`config.mk`:
```
export PLATFORM = sky130hd
export DESIGN_NAME = kmc_cell
export DESIGN_NICKNAME = d
export VERILOG_FILES = /design/src/sv/keyed_min_cost_table_unit_assert.svh /design/src/sv/kmc_pkg.sv /design/src/sv/kmc_cell.sv
export SDC_FILE = /design/constraint.sdc
export NUM_CORES = 1
export LEC_CHECK = 0
export ABC_AREA = 1
export BUFFER_PORTS_ARGS = -buffer_cell sky130_fd_sc_hd__buf_2
export CAP_MARGIN = 20
export CORE_ASPECT_RATIO = 1.1
export CORE_UTILIZATION = 54
export DETAILED_ROUTE_END_ITERATION = 10
export GPL_TIMING_DRIVEN = 1
export PLACE_DENSITY = 0.85
export SYNTH_ARGS = -nofsm -noshare
export SYNTH_HDL_FRONTEND = slang
export SYNTH_SLANG_ARGS = --single-unit
```
`constraint.sdc`:
```
create_clock -name clk -period 6.8 [get_ports clk]
set_clock_uncertainty 0.1 [all_clocks]
set_input_delay 0.34 -clock clk [delete_from_list [all_inputs] [get_ports clk]]
set_output_delay 0.34 -clock clk [all_outputs]
set_load 0.005 [all_outputs]
```
`src/sv/keyed_min_cost_table_unit_assert.svh`:
```
// Assertion macros shared by the table unit RTL.
`ifndef KEYED_MIN_COST_TABLE_UNIT_ASSERT_SVH
`define KEYED_MIN_COST_TABLE_UNIT_ASSERT_SVH

// Same-cycle implication, checked outside reset
`define KMC_ASSERT_NOW(label, ante, cons, msg) \
  label: assert property (@(posedge clk) disable iff (!rst_n) (ante) |-> (cons)) \
    else $error(msg);

// Next-cycle implication, checked outside reset
`define KMC_ASSERT_NEXT(label, ante, cons, msg) \
  label: assert property (@(posedge clk) disable iff (!rst_n) (ante) |=> (cons)) \
    else $error(msg);

`endif

```
`src/sv/kmc_pkg.sv`:
```
package kmc_pkg;

  localparam int unsigned KeyW   = 32;
  localparam int unsigned LinkW  = 32;
  localparam int unsigned CostW  = 32;
  localparam int unsigned CountW = 7;

  // command codes; code 3 is unused and changes nothing
  typedef enum logic [1:0] {
    CMD_UPDATE = 2'd0,
    CMD_LOOKUP = 2'd1,
    CMD_CLEAR  = 2'd2
  } kmc_cmd_t;

  // word travelling down the cell chain
  typedef struct packed {
    logic             valid;
    kmc_cmd_t         cmd;
    logic [KeyW-1:0]  key;
    logic [LinkW-1:0] link;
    logic [CostW-1:0] cost;
    logic             found;     // key matched a valid cell
    logic             done;      // a cell has settled the word
    logic             inserted;  // a free cell took the key
    logic [LinkW-1:0] olink;
    logic [CostW-1:0] ocost;
  } kmc_token_t;

  // result word
  typedef struct packed {
    logic              found;
    logic [LinkW-1:0]  olink;
    logic [CostW-1:0]  ocost;
    logic [CountW-1:0] entry_count;
    logic              full;
  } kmc_result_t;

endpackage

```
`src/sv/kmc_cell.sv`:
```
// One table entry; inspects the passing word and hands it on through its register.
module kmc_cell (
  input  logic                clk,
  input  logic                rst_n,
  input  kmc_pkg::kmc_token_t tok_i,
  output kmc_pkg::kmc_token_t tok_o
);
  import kmc_pkg::*;

  logic             valid_r, valid_nxt;
  logic [KeyW-1:0]  key_r, key_nxt;
  logic [LinkW-1:0] link_r, link_nxt;
  logic [CostW-1:0] cost_r, cost_nxt;
  kmc_token_t       tok_r, tok_nxt;

  logic live, hit, vacant, lower;

  assign live   = tok_i.valid && !tok_i.done;
  assign hit    = live && valid_r && (key_r == tok_i.key);
  assign vacant = live && !valid_r;
  assign lower  = tok_i.cost < cost_r;

  // entry update and word hand-on
  always_comb begin
    valid_nxt = valid_r;
    key_nxt   = key_r;
    link_nxt  = link_r;
    cost_nxt  = cost_r;
    tok_nxt   = tok_i;
    case (tok_i.cmd)
      CMD_UPDATE: begin
        if (hit) begin
          tok_nxt.found = 1'b1;
          tok_nxt.done  = 1'b1;
          if (lower) begin
            link_nxt = tok_i.link;
            cost_nxt = tok_i.cost;
          end
          tok_nxt.olink = lower ? tok_i.link : link_r;
          tok_nxt.ocost = lower ? tok_i.cost : cost_r;
        end else if (vacant) begin
          // valid cells are packed from the head, so the key is absent
          valid_nxt        = 1'b1;
          key_nxt          = tok_i.key;
          link_nxt         = tok_i.link;
          cost_nxt         = tok_i.cost;
          tok_nxt.done     = 1'b1;
          tok_nxt.inserted = 1'b1;
          tok_nxt.olink    = tok_i.link;
          tok_nxt.ocost    = tok_i.cost;
        end
      end
      CMD_LOOKUP: begin
        if (hit) begin
          tok_nxt.found = 1'b1;
          tok_nxt.done  = 1'b1;
          tok_nxt.olink = link_r;
          tok_nxt.ocost = cost_r;
        end else if (vacant) begin
          tok_nxt.done = 1'b1;
        end
      end
      CMD_CLEAR: begin
        if (tok_i.valid) begin
          valid_nxt = 1'b0;
        end
      end
      default: begin
      end
    endcase
  end

  // control state
  always_ff @(posedge clk) begin
    if (!rst_n) begin
      valid_r <= 1'b0;
      tok_r   <= '0;
    end else begin
      valid_r <= valid_nxt;
      tok_r   <= tok_nxt;
    end
  end

  // entry payload
  always_ff @(posedge clk) begin
    key_r  <= key_nxt;
    link_r <= link_nxt;
    cost_r <= cost_nxt;
  end

  assign tok_o = tok_r;

endmodule
```
==> results of run 1 <==
metal layers:
| layer | part of all wire (%) | up-vias | global-route usage [%] |
|---|---|---|---|
| li1 | - | 6954 | - |
| met1 | 38 | 6530 | 37.95 |
| met2 | 48 | 753 | 56.95 |
| met3 | 8.7 | 155 | 5.373 |
| met4 | 4.8 | 4 | 18.68 |
| met5 | 0.071 | - | 0 |
how the worst max path moves through the flow:
| stage | from | end | slack, ns |
|---|---|---|---|
| 3_5_place_dp | tok_i[161] | cost_r[18] | 2.92 |
| 5_1_grt | tok_i[131] | cost_r[18] | 2.65 |
| 3_3_place_gp | tok_i[131] | cost_r[18] | 2.93 |
| 6_report | tok_i[161] | cost_r[17] | 2.88 |
| 2_1_floorplan | key_r[23] | cost_r[0] | 1.69 |
| 4_1_cts | tok_i[161] | cost_r[17] | 2.94 |
worst min-delay path, cell delays in order:
cell and delay [ns]:
buf_2 0.10, nand2_1 0.05, nand2_1 0.04, inv_1 0.04, a21oi_1 0.05
sequential cells by signal, summed over array words and instances (netlist names):
name and count:
cost_r 32, key_r 32, link_r 32, tok_o 166
valid_r 1
power breakdown:
part | switching, mW | internal, mW | leakage [nW] | total (mW)
Combinational | 0.329 | 0.230 | 6.95 | 0.559
Clock | 0.659 | 0.953 | 0.486 | 1.61
Sequential | 0.0200 | 1.70 | 2.26 | 1.72
Yosys cell counts, drive strengths merged:
master	count
o21ai	102
nand3b	3
xnor2	7
buf	27
nor3b	1
nor2	44
a21oi	79
dfxtp	167
nor4	1
or2	9
clkinv	1
nand3	191
ha	31
edfxtp	96
clkbuf	83
nand2	685
o211ai	64
nand4	14
o21a	2
xor2	3
a31oi	2
inv	358
nor3	5
stage by stage:
stage / worst slack [ns] / power, mW / hold slack, ns / util, %
global placement: 2.928 / 2.231 / 0.4483 / 62.01
detailed placement: 2.923 / 2.251 / 0.4505 / 62.01
CTS: 2.939 / 3.883 / 0.01534 / 69.87
global route: 2.651 / 4.028 / 0.02651 / 70.11
finish: 2.883 / 3.892 / 0.02651 / 70.12
floorplan: 1.688 / 2.038 / 0.3335 / -
logic make-up (layout without fill, tap and decap cells):
family / count (synthesis) / after routing / share of synthesized area, %
adder cells (fa/ha/maj): 31 / 31 / 2.799
flip-flops: 263 / 263 / 44.93
buffers and inverters: 469 / 864 / 13.25
XOR/XNOR: 10 / 10 / 0.6321
AO/OA/AOI/OAI: 249 / 249 / 10.20
other: 0 / 8 / 0
AND/OR/NAND/NOR: 953 / 953 / 28.19
area by class of cell:
| cell class | instances | area, um2 | area share, % |
|---|---|---|---|
| antenna | 8 | 20.02 | 0.1130 |
| clock buffer | 40 | 859.6 | 4.853 |
| clock inverter | 13 | 115.1 | 0.6499 |
| inverter | 359 | 1353 | 7.636 |
| multi-input combinational | 1243 | 5864 | 33.11 |
| sequential | 263 | 6226 | 35.15 |
| tap | 346 | 432.9 | 2.444 |
| timing repair buffer | 452 | 2843 | 16.05 |
timing repair:
item,in CTS,in global routing
endpoints found under the setup margin,0,0
setup buffers,0,0
endpoints found under the hold margin,133,0
hold buffers,101,0
==> impl_metrics.ini, run 1 <==
[critical_path]
crit_slowest_cell = buf_4
reg2reg_slack_ns = 2.96
crit_top_cell = buf_4
r2r-end = cost_r[17]
crit_arrival_ns = 4.00
cp-start-kind = input pin
critPathMaxStageDelay_ns = 0.70
end_kind = flop
required_ns = 6.88
worst-path-stages = 11
path_cells = dlygate4sd3_1 -> buf_2 -> xnor2_1 -> nand4_1 -> nor2_1 -> nand2_1 -> nor2_2 -> buf_4 -> nand2_4 -> a21oi_4 -> buf_4
timing.rr.start = key_r[30]
cp_max_fo = 67
reg2reg_depth = 9
cp_top_family = buffers and inverters
crit_type = in -> reg
cp_num_buf_inv = 4

[synthesis]
synth_top_area_share_pct = 24.13
yosys.area.top_type = dfxtp_1
synth_area_leaders = dfxtp_1, edfxtp_1, nand2_1
synth_warnings = 0
synth_cell_types = 28
seq_area_frac_synth_pct = 44.93
syn_nets = 2174
netlist_area_um2 = 13860
synth_area_per_cell_um2 = 7.016
syn_inst = 1975
ys_seq_elements = 263

[floorplanning]
pin_count = 334
row_count = 61
core_area_um2 = 25260
die_h_um = 170.0
initial_core_util_pct = 54.85
dieArea_um2 = 26310
fp.dieW_um = 154.7

[final_layout]
instances_no_fill = 2724
final_common_cell = nand2_1
layout.nets = 2547
mostFrequentLayoutCells = nand2_1, inv_1, buf_2
syn2layout_area_growth_pct = 27.83
finalInstanceArea_um2 = 17710
drive_above_1_share_pct = 17.85
fillers = 1906

[timing]
fmax_ghz = 0.2553
hold_viol = 0
slew_headroom_pct = 34.49
period_needed_ns = 3.917
max_slew.worst_pin.slew_ns = 0.9827
drv_slew = 0
finalCritPeriodShare_pct = 57.60
rsz0062_at_grt = no
setup-tns-final_ns = 0
setup_viol = 0

[global_routing]
grt_pass1_vias = 14070
grt_pass1_wl_mm = 68.75
grt-ovfl-total = 0
antenna_found_initial = 9
grt_max_degree = 129
grt.total_usage_pct = 32.61

[cts]
clock_path_buffers = 3
htreeDepth = 1
root_buffer = clkbuf_16
cts_tree = yes
postCtsResizedCells = 0
worst_skew_pair.late_latency_ns = 0.55
clock_sinks = 263
cts_buffers = 29
clk_pin_slew_worst_paths_ns = 0.06

[worst_hold_path]
min_from = tok_i[27]
hold_depth = 5
min_delay_worst_endpoint = tok_o[27]
hold_class = in -> reg

[placed_design]
post-dp-hpwl_mm = 26.26
dp.cells = 2560
dpl_cell_area_um2 = 15670
place.gp.congestion = 0.8655
io_buffers = 333

[routing]
via_per_inst = 5.285
antenna_left = 0
drt_first_pass_iters = 6
drt_iter0_drc = 1310
wire_per_inst_um = 16.05
vias = 14400
drcViolationCount = 0
routed_wl_mm = 43.73

[status]
status = finished, final reports clean

[pwr]
vdd_drop_max_v = 0.0001704
p_per_area_nw_per_um2 = 219.7
p_leak_nw = 9.691

[flow_run]
cap_viol_max_count = 0
(Power assumes the default switching activity.)
==> run 2: changes to the inputs <==
--- a/config.mk
+++ b/config.mk
@@ -5,14 +5,14 @@
 export SDC_FILE = /design/constraint.sdc
 export NUM_CORES = 1
 export LEC_CHECK = 0
-export ABC_AREA = 1
+export ABC_AREA = 0
 export BUFFER_PORTS_ARGS = -buffer_cell sky130_fd_sc_hd__buf_2
 export CAP_MARGIN = 20
 export CORE_ASPECT_RATIO = 1.1
-export CORE_UTILIZATION = 54
+export CORE_UTILIZATION = 53
 export DETAILED_ROUTE_END_ITERATION = 10
 export GPL_TIMING_DRIVEN = 1
-export PLACE_DENSITY = 0.85
+export PLACE_DENSITY = 0.86
 export SYNTH_ARGS = -nofsm -noshare
 export SYNTH_HDL_FRONTEND = slang
 export SYNTH_SLANG_ARGS = --single-unit
==> constraint.sdc (replaced) <==
create_clock -name clk -period 3.9 [get_ports clk]
set_clock_uncertainty 0.1 [all_clocks]
set_input_delay 0.195 -clock clk [delete_from_list [all_inputs] [get_ports clk]]
set_output_delay 0.195 -clock clk [all_outputs]
set_load 0.005 [all_outputs]
==> impl_metrics.ini, run 2 <==
[timing]
drv_slew = 0
finalCritPeriodShare_pct = 95.61
max_slew.worst_pin.slew_ns = 0.9467
fmax_ghz = 0.2682
setup_slack_ns = 0.1711
setup-tns-final_ns = 0
hold_viol = 0
whs_ns = 0.3424
setup_viol = 0
period_needed_ns = 3.729
rsz0062_at_grt = yes
slew_headroom_pct = 36.89

[cts]
htreeDepth = 1
clock_path_buffers = 3
worst_skew_pair.late_latency_ns = 0.54
cts_buffers = 27
cts_tree = yes
clock_sinks = 263
root_buffer = clkbuf_16
clk_pin_slew_worst_paths_ns = 0.07

[routing]
antenna_left = 0
via_per_inst = 6.077
vias = 12340
drt_first_pass_iters = 6
wire_per_inst_um = 21.23
routed_wl_mm = 43.10
drt_iter0_drc = 1320
drcViolationCount = 0

[synthesis]
synth_common_cells = nand2_1, dfxtp_1, and2_1, edfxtp_1, nor2_1
synth_edf_count = 96
synth_most_common_cell = nand2_1
synth_area_per_cell_um2 = 10.11
yosys.area.top_type = dfxtp_1
syn_inst = 1177
synth_cell_types = 43
ys_seq_elements = 263
netlist_area_um2 = 11900
seq_area_frac_synth_pct = 52.30
synth_area_leaders = dfxtp_1, edfxtp_1, nand2_1
synth_ff_type = dfxtp_1
syn_nets = 1376
synth_warnings = 0
synth_top_area_share_pct = 28.08
synthArstFlopShare_pct = 0

[final_layout]
utilization_pct = 77.61
fillers = 1243
layout.nets = 1909
finalInstanceArea_um2 = 17100
drive_above_1_share_pct = 25.84
final_common_cell = buf_2
mostFrequentLayoutCells = buf_2, dlygate4sd3_1, nand2_1
multiInputGateArea_um2 = 5260
regArea_um2 = 6226
largest_reg_flops = 166
syn2layout_area_growth_pct = 43.67
instances_no_fill = 2030

[global_routing]
grt.total_usage_pct = 37.20
grt_pass1_wl_mm = 67.04
grt-ovfl-total = 0
grt_pass1_vias = 12640
grt_max_degree = 102
top_usage_layer = met2
antenna_found_initial = 5
use_met3_pct = 9.774
grt_util_met1_pct = 41.92
use_met2_pct = 62.06

[placed_design]
dp.cells = 1743
place.gp.congestion = 0.8265
io_buffers = 333
dp_slack_ns = 0.7527
post-dp-hpwl_mm = 21.47
dpl_cell_area_um2 = 13800

[critical_path]
cp-start-kind = flop
required_ns = 4.21
crit_arrival_ns = 4.04
end_kind = flop
cp_max_fo = 38
crit_type = reg -> reg

[pwr]
p_leak_nw = 7.617
vdd_drop_max_v = 0.0003861
p_per_area_nw_per_um2 = 386.5
power_mw = 6.609

[floorplanning]
die_h_um = 159.2
row_count = 57
fp.dieW_um = 144.9
core_area_um2 = 22040
pin_count = 334
initial_core_util_pct = 54.02
dieArea_um2 = 23060

[worst_hold_path]
hold_class = in -> reg

[flow_run]
cap_viol_max_count = 0

[status]
status = finished, final reports clean
==> run 2: changes by cell type after synthesis, moves of 64 or more <==
| cell | previous run | this run |
|---|---|---|
| inv_1 | 356 | 33 |
| nand3_1 | 191 | 3 |
| o211ai_1 | 64 | 0 |
| a21oi_1 | 79 | 12 |
| a221oi_1 | 0 | 65 |
| nand2_1 | 684 | 197 |
| o21ai_0 | 101 | 3 |
| and2_1 | 0 | 99 |
==> run 2: worst max-delay path: stages, from the launching register on <==
cell and delay, ns:
edfxtp_1 0.41, xor2_1 0.17, nor4_1 0.39, nand2_1 0.10
or4_4 0.63, a21o_2 0.52, buf_4 0.39, nand2_1 0.13
o21ai_1 0.10, dlygate4sd3_1 0.64
==> run 2: routing by layer <==
metal,routed length (um),up-vias
met5,7,-
met3,4276,302
li1,-,5255
met4,2989,2
met1,14930,5778
met2,20900,999
==> run 2: power breakdown <==
| part | switching [mW] | total, mW | internal [mW] |
|---|---|---|---|
| Sequential | 0.0457 | 3.02 | 2.98 |
| Clock | 1.13 | 2.68 | 1.55 |
| Combinational | 0.446 | 0.903 | 0.457 |
| Total | 1.62 | 6.61 | 4.99 |
==> run 2: timing repair <==
action	CTS	global route
hold buffers	233	0
gates resized for setup	0	6
buffers inserted	0	0
setup endpoints to repair	0	46
hold endpoints to repair	262	0
==> run 2: logic make-up after synthesis <==
| family | Yosys count | share of synthesized area, % |
|---|---|---|
| compound gates | 257 | 15.58 |
| xor+xnor | 32 | 2.354 |
| fa+ha+maj | 31 | 3.258 |
| buf+inv | 114 | 4.173 |
| flops | 263 | 52.30 |
| mux | 65 | 6.138 |
| simple gates | 415 | 16.20 |
==> run 2: area by class of cell <==
type	count	area share, %
flip-flops and latches	263	36.40
multi-input cells	800	30.76
repair buffers	585	24.48
clock buffers	36	4.821
well taps	295	2.158
inverters	33	0.7243
clock inverters	13	0.5853
diodes	5	0.07316
==> run 2: final timing paths <==
| kind | from | endpoint | slack, ns | depth (start not counted) |
|---|---|---|---|---|
| worst max-delay path | key_r[3] | tok_o[21] | 0.17 | 9 |
| worst min register to register | cost_r[17] | cost_r[17] | 0.47 | 1 |
| worst min-delay path | tok_i[145] | key_r[14] | 0.34 | 2 |
| worst max register to register | key_r[3] | tok_o[21] | 0.17 | 9 |
